### config.mk
export PLATFORM = sky130hd
export DESIGN_NAME = salru_ram
export DESIGN_NICKNAME = d
export VERILOG_FILES = /design/src/rtl/salru_ram.sv
export SDC_FILE = /design/constraint.sdc
export NUM_CORES = 1
export LEC_CHECK = 0
export BUFFER_PORTS_ARGS = -buffer_cell sky130_fd_sc_hd__buf_2
export CORE_MARGIN = 2
export CORE_UTILIZATION = 56
export DETAILED_ROUTE_END_ITERATION = 6
export PLACE_DENSITY = 0.82
export SETUP_SLACK_MARGIN = 0.02
export SLEW_MARGIN = 5
export SYNTH_ARGS = -nofsm -noshare
export SYNTH_HDL_FRONTEND = slang
export SYNTH_SLANG_ARGS = --single-unit
### constraint.sdc
create_clock -name clk -period 1.88 [get_ports clk]
set_input_delay 0.094 -clock clk [delete_from_list [all_inputs] [get_ports clk]]
set_output_delay 0.094 -clock clk [all_outputs]
set_load 0.005 [all_outputs]
### src/rtl/salru_ram.sv
`timescale 1ns / 1ps
`default_nettype none
// ----------------------------------------------------------------------------
// salru_ram: generic simple dual-port RAM
// One write port and one read port with registered read data. The read
// data holds its value in cycles without a read.
// ----------------------------------------------------------------------------
module salru_ram #(
    parameter int WIDTH  = 8,
    parameter int ADDR_W = 4
) (
    input  wire logic              clk,
    input  wire logic              wr_en,
    input  wire logic [ADDR_W-1:0] wr_addr,
    input  wire logic [WIDTH-1:0]  wr_data,
    input  wire logic              rd_en,
    input  wire logic [ADDR_W-1:0] rd_addr,
    output logic      [WIDTH-1:0]  rd_data
);

    logic [WIDTH-1:0] mem [2**ADDR_W];

    // Write port.
    always_ff @(posedge clk)
    begin
        if (wr_en)
        begin
            mem[wr_addr] <= wr_data;
        end
    end

    // Registered read port.
    always_ff @(posedge clk)
    begin
        if (rd_en)
        begin
            rd_data <= mem[rd_addr];
        end
    end

endmodule
`default_nettype wire
# Word level (Yosys, flattened, before mapping)
# Memories as Yosys holds them, arrays and structs flattened. A register that Yosys moved wholly into a read port is not among the register bits.
# Index checks and enable logic that the tools add are counted.
[totals]
reg_bits = 0
mem_bits_rw = 128
input_bits = 19
out_inout_bits = 8
wordCells = 3
n_memories = 1
[classes]
mux = 2
[memory_table]
columns = ["name", "words", "width", "read_ports", "rd_ports_with_merged_regs", "write_ports", "line", "text"]
rows = [
  ["mem", 16, 8, 1, 1, 1, "21", "logic [WIDTH-1:0] mem [2**ADDR_W];"],
]
[op_table]
columns = ["operator", "n"]
rows = [
  ["2-to-1 mux 1 bit", 2],
]

# Logic depth before layout (Yosys ltp)
# Gate-level depths: netlist of run 1.
[logic_depth]
depth_word = 2
mapped_depth = 5
mapped_depth_nobuf = 3

# Worst setup path before layout of run 1
# OpenSTA, ideal clock, no wires.
[synth_path]
kind = "in2reg"
from = "input port wr_addr[2]"
to = "memory mem[0][0], enable pin"
setup_ns = 0.383
arrival_time_ns = 1.204
slack_ns = 0.293
path_stages = 2
path_cell_list = "or3b_2 > nor3_1"
[synth_rtl]
columns = ["item", "line", "text"]
rows = [
  ["start: declaration", "14", "input wire logic [ADDR_W-1:0] wr_addr,"],
  ["end: declaration", "21", ""],
]
# Straight into the memory's write port.

==> impl_metrics.py, run 1 <==
metrics = {
    "outcome": {
        "status": "finished clean",
    },
    "clock_network": {
        "cts_sinks": 136,
        "insertion_delay_ns": 0.51,
        "cts_resized": 0,
        "cts_root_buf": "clkbuf_8",
        "htree_levels": 4,
        "cts_tree": "built",
        "clock_path_buffers": 2,
        "path_clk_slew_ns": 0.06,
        "cts_buffers": 17,
    },
    "run": {
        "drv_cap": 0,
    },
    "critical_path": {
        "rrSetupSlack_ns": 0.33,
        "cp_num_buf_inv": 0,
        "cp-start-kind": "flip-flop",
        "slowest_delay_ns": 0.54,
        "crit_cells": 3,
        "worstRegToRegCells": 3,
        "crit_type": "flip-flop to flip-flop",
        "path_cells": "mux4_1 > a22oi_1 > nand2_1",
        "crit_end": "rd_data[5]",
        "required_ns": 2.14,
        "crit_path_top_delay_cell": "mux4_1",
        "r2r-end": "rd_data[5]",
        "end_kind": "flip-flop",
        "worst-path-max-fanout": 1,
        "crit_family": "multiplexers",
        "worst_ep_arrival_time_ns": 1.81,
        "r2r-start": "mem[8][5]",
        "startpoint": "mem[8][5]",
    },
    "route": {
        "ant_nets": 0,
        "drt-vias-per-instance": 5.97,
        "drt_pass1_iterations": 5,
        "postRouteWirelength_um": 9910,
        "vias": 2482,
        "drc": 0,
        "wl_per_cell_um": 23.8,
        "drt_iter0_markers": 166,
    },
    "timing": {
        "setup_tns_ns": 0,
        "max_slew.worst_pin.slew_ns": 0.703,
        "rsz0062_at_grt": "no",
        "slew_headroom": 0.530,
        "post-route-period-util": 0.823,
        "slew_viol_final": 0,
        "min_period_ns": 1.55,
        "setup_slack_ns": 0.333,
        "finalHoldViolations": 0,
        "max_freq_mhz": 646,
        "fin_worst_skew_ns": 0.00471,
        "setup_viol": 0,
    },
    "logic_synthesis": {
        "ys_ff_latch": 136,
        "synth_xor_area_frac": 0,
        "yosys.area_share.simple": 0.0314,
        "ys_warn_count": 0,
        "synth_top_family_by_area": "multiplexers",
        "synth_nets": 248,
        "synth.avg_cell_area_um2": 22.8,
        "synthCells": 229,
        "synthAdderAreaFrac": 0,
        "synth_cell_type_count": 18,
        "synth_compound_gate_area_share": 0.0230,
        "synthMuxAreaShare": 0.148,
        "synth.yosys.seq_area_share": 0.781,
        "syn_area_um2": 5230,
    },
    "placement": {
        "numPortBuffers": 26,
        "dp_hpwl_um": 5960,
        "postPlaceCellArea_um2": 5580,
        "gp_congestion": 0.753,
        "dpl_worst_slack_ns": 0.196,
    },
    "global_routing": {
        "grtUsageTotal": 0.218,
        "grt_max_degree": 33,
        "grt_pass1_vias": 2513,
        "antenna_found_initial": 0,
        "grt_pass1_wl_um": 15100,
        "grt.busiest_layer": "met2",
        "grt_use_met1": 0.285,
        "met2_usage": 0.344,
        "overflow": 0,
        "use_met3": 0.0624,
    },
    "floorplan": {
        "ioPinCount": 27,
        "die_y_um": 101,
        "dieWidth_um": 101,
        "rows": 35,
        "initial_core_util": 0.571,
        "core_um2": 9150,
        "die-area_um2": 10100,
    },
    "final_layout": {
        "fillers": 540,
        "multi_input_area_um2": 1060,
        "syn_to_final_growth_pct": 19.3,
        "antenna_cells": 0,
        "nets": 311,
        "layout-drive-gt1-share": 0.311,
        "final_design_area_no_fill_um2": 6230,
        "regArea_um2": 4080,
    },
    "power": {
        "p_leak_nw": 2.13,
        "pwr_density_cell_nw_per_um2": 1100,
        "ir_worst_vdd_uv": 473,
    },
    "worst_hold_path": {
        "hold_path_class": "input pin to flip-flop",
        "worstHoldStart": "wr_addr[0]",
    },
}
## cell usage after synthesis
cell	count	share of area
and2_1	1	0.0012
buf_6	3	0.0065
buf_4	1	0.0014
a22oi_1	16	0.023
edfxtp_1	136	0.78
nor2b_1	1	0.0012
nand2_1	9	0.0065
nor3_1	4	0.0038
buf_2	3	0.0029
nor2_1	13	0.0093
and2b_1	1	0.0014
nand3b_1	2	0.0029
clkdlybuf4s25_2	3	0.0057
mux4_2	18	0.078
or3b_2	1	0.0017
nand2b_1	2	0.0024
nand3_1	1	0.00096
mux4_1	14	0.070
## kinds of logic (layout without fill, tap and decap cells)
kind of cell	after synthesis	in the layout
simple gates	35	35
mux	32	32
flops	136	136
compound gates	16	16
buf+inv	10	86
## registers in the layout (all words and copies together), names as in the netlist
name and cells:
mem 128, rd_data 8
## how the worst min path moves through the flow
stage	endpoint	slack (ns)	cells after the start
2_1_floorplan	mem[0][0]	0.19	0
3_3_place_gp	rd_data[3]	0.47	1
3_5_place_dp	rd_data[3]	0.48	1
4_1_cts	mem[8][5]	0.12	3
5_1_grt	mem[8][5]	0.14	3
6_report	mem[8][5]	0.14	3
## through the flow
stage	power (W)	utilization	cells	hold slack, ns
final	0.00688	0.681	416	0.144
after global routing	0.00709	0.681	416	0.135
after CTS	0.00693	0.681	416	0.118
after detailed placement	0.00380	0.609	375	0.481
after global placement	0.00379	0.609	375	0.472
after floorplan	0.00367	-	229	0.193
## cells in the final DEF (no fill, tap or decap)
cell type and count:
and2_1 1, nor3_1 4, clkbuf_16 16, clkbuf_8 1, dlygate4sd3_1 9, a22oi_1 16, clkinv_4 2, buf_4 17
buf_2 26, mux4_2 18, clkinv_2 3, nor2b_1 1, clkinv_1 1, or3b_2 1, nand3b_1 2, nor2_1 13
bufinv_16 2, inv_6 3, nand2_1 9, nand2b_1 2, nand3_1 1, and2b_1 1, mux4_1 14, buf_12 2
edfxtp_1 136, clkinvlp_4 4
## worst reg2reg max path, delay by kind of cell, from the launching register on
kind | cells | cell delay [ns]
muxes | 1 | 0.54
DFF | 1 | 0.39
AOI/OAI and AO/OA | 1 | 0.27
and+or+nand+nor | 1 | 0.09
## routing by layer
layer	part of all wire	up-vias	routed length [um]
met1	0.40	1267	4000
li1	-	1108	-
met4	0.022	0	215
met5	0	-	0
met2	0.51	91	5040
met3	0.066	16	650
## layout make-up
| class | count | area share |
|---|---|---|
| sequential | 136 | 0.655 |
| multi-input combinational | 83 | 0.170 |
| clock buffer | 17 | 0.0664 |
| timing repair buffer | 54 | 0.0622 |
| clock inverter | 15 | 0.0245 |
| tap | 111 | 0.0223 |
## timing repair
item                                    in CTS  in global routing
endpoints found under the hold margin      136                  0
buffers inserted                             0                  0
hold buffers                                 9                  0
endpoints found under the setup margin       0                  0
## report_power, final
part	switching [W]	total, W	internal (W)
Combinational	0.000175	0.000320	0.000145
Clock	0.00124	0.00312	0.00189
Sequential	0.0000199	0.00344	0.00342
(Power assumes the default switching activity.)
==> run 2, diff against run 1 <==
--- a/config.mk
+++ b/config.mk
@@ -7,7 +7,7 @@
 export LEC_CHECK = 0
 export BUFFER_PORTS_ARGS = -buffer_cell sky130_fd_sc_hd__buf_2
 export CORE_MARGIN = 2
-export CORE_UTILIZATION = 56
+export CORE_UTILIZATION = 54
 export DETAILED_ROUTE_END_ITERATION = 6
 export PLACE_DENSITY = 0.82
 export SETUP_SLACK_MARGIN = 0.02
==> constraint.sdc (replaced) <==
create_clock -name clk -period 1.3 [get_ports clk]
set_input_delay 0.065 -clock clk [delete_from_list [all_inputs] [get_ports clk]]
set_output_delay 0.065 -clock clk [all_outputs]
set_load 0.005 [all_outputs]
==> run 2 against run 1 <==
  * Highest routed layer unchanged
  * Critical endpoint is now rd_data[0]
  * Critical path type unchanged
  * Register-to-register slack lost 0.47 ns
  * Largest cell class unchanged
  * The run now ends with setup timing left
  * Die area grew 3.6%
  * Design area grew 1.1%
  * Sequential share of layout area shrank 0.74 points
  * Sequential power grew 44%
  * Utilization shrank 0.51 points
  * Flip-flop and latch count is the same
  * Clock power grew 47%
  * Critical path depth is the same
  * Worst hold slack lost 0.018 ns
  * Global-route usage grew 0.75 points
  * Total power grew 46%
==> impl_metrics.py, run 2 (synthesis gave the netlist of run 1 again) <==
metrics = {
    "outcome": {
        "status": "complete, but fails checks",
        "violations": "setup timing",
    },
    "clock_network": {
        "insertion_delay_ns": 0.52,
        "clock_path_buffers": 2,
        "htree_levels": 4,
        "cts_tree": "built",
        "cts_buffers": 17,
        "path_clk_slew_ns": 0.06,
        "cts_sinks": 136,
        "cts_root_buf": "clkbuf_8",
    },
    "route": {
        "ant_nets": 0,
        "drt-vias-per-instance": 5.85,
        "wl_per_cell_um": 23.6,
        "drc": 0,
        "vias": 2576,
        "drt_pass1_iterations": 4,
        "postRouteWirelength_um": 10400,
        "drt_iter0_markers": 253,
    },
    "floorplan": {
        "dieWidth_um": 102,
        "core_um2": 9330,
        "ioPinCount": 27,
        "initial_core_util": 0.560,
        "die-area_um2": 10500,
        "rows": 35,
        "die_y_um": 102,
    },
    "final_layout": {
        "largest_reg_flops": 128,
        "syn_to_final_growth_pct": 20.6,
        "regMostFlops": "mem",
        "layout_commonest_cell": "edfxtp_1",
        "antenna_cells": 0,
        "largestRegisters": "mem: 128 flops, rd_data: 8 flops",
        "layout-drive-gt1-share": 0.383,
        "fin_cells": 440,
        "nets": 317,
        "mostFrequentLayoutCells": "136 x edfxtp_1, 30 x mux4_2, 26 x buf_2",
    },
    "global_routing": {
        "met2_usage": 0.358,
        "grt_use_met1": 0.296,
        "use_met3": 0.0739,
        "grt_pass1_vias": 2729,
        "grtUsageTotal": 0.226,
        "grt_max_degree": 18,
        "grt_pass1_wl_um": 15900,
        "grt.busiest_layer": "met2",
        "antenna_found_initial": 0,
        "overflow": 0,
    },
    "placement": {
        "dpl_worst_slack_ns": -0.322,
        "numPortBuffers": 26,
        "dp.cells": 399,
        "gp_congestion": 0.779,
        "dp_hpwl_um": 6410,
    },
    "critical_path": {
        "worst-path-max-fanout": 1,
        "cp-start-kind": "flip-flop",
        "required_ns": 1.57,
        "worst_ep_arrival_time_ns": 1.71,
        "crit_type": "flip-flop to flip-flop",
        "r2r-start": "mem[8][0]",
        "startpoint": "mem[8][0]",
        "end_kind": "flip-flop",
    },
    "power": {
        "totalPowerFinal_w": 0.0101,
        "p_leak_nw": 2.11,
        "pwr_density_cell_nw_per_um2": 1600,
        "ir_worst_vdd_uv": 971,
    },
    "timing": {
        "fin_worst_skew_ns": 0.00697,
        "slew_headroom": 0.465,
        "setup_viol": 8,
        "rsz0062_at_grt": "yes",
        "max_freq_mhz": 695,
        "max_slew.worst_pin.slew_ns": 0.800,
        "setup_slack_ns": -0.139,
        "min_period_ns": 1.44,
        "whs_ns": 0.126,
        "post-route-period-util": 1.11,
        "finalHoldViolations": 0,
        "slew_viol_final": 0,
    },
    "worst_hold_path": {
        "hold_path_class": "input pin to flip-flop",
        "worstHoldStart": "wr_addr[1]",
    },
    "run": {
        "drv_cap": 0,
    },
}
-- run 2: timing repair --
action,4_1_cts,5_1_grt
gates resized for setup,8,0
hold buffers,9,0
endpoints found under the hold margin,136,0
setup endpoints to repair,8,8
setup buffers,0,0
pin swaps,3,0
-- run 2: layer usage --
metal	share of wire	wire length [um]
met5	0	0
met4	0.024	253
met2	0.51	5320
met1	0.38	3980
met3	0.081	844
-- run 2: layout make-up --
| cell class | count | area [um^2] |
|---|---|---|
| clock buffer | 18 | 418 |
| clock inverter | 14 | 158 |
| fill | 550 | 3020 |
| multi-input combinational | 83 | 1050 |
| sequential | 136 | 4080 |
| tap | 129 | 161 |
| timing repair buffer | 60 | 433 |
-- run 2: power breakdown --
part           switching, W  internal, W  total [W]
Combinational      0.000272     0.000233   0.000505
Clock               0.00171      0.00289    0.00460
Sequential        0.0000318      0.00494    0.00497
Total               0.00201      0.00807     0.0101
-- run 2: worst max-delay path, cell delays in order, from the launching register on --
cell,delay [ns]
edfxtp_1,0.39
mux4_2,0.51
a22oi_2,0.21
nand2_1,0.08
-- run 2: final timing paths --
| path | to | slack (ns) | cells after the start |
|---|---|---|---|
| max | rd_data[0] | -0.14 | 3 |
| max reg2reg | rd_data[0] | -0.14 | 3 |
| min reg2reg | rd_data[5] | 0.75 | 3 |
| min | mem[0][4] | 0.13 | 3 |
-- run 2: through the flow --
| step | setup TNS (ns) | cell area (um^2) | util |
|---|---|---|---|
| floorplan | -0.883 | 5230 | - |
| global placement | -1.93 | 5610 | 0.601 |
| detailed placement | -2.77 | 5610 | 0.601 |
| CTS | -0.860 | 6310 | 0.676 |
| global route | -1.23 | 6310 | 0.676 |
| finish | -0.840 | 6310 | 0.676 |
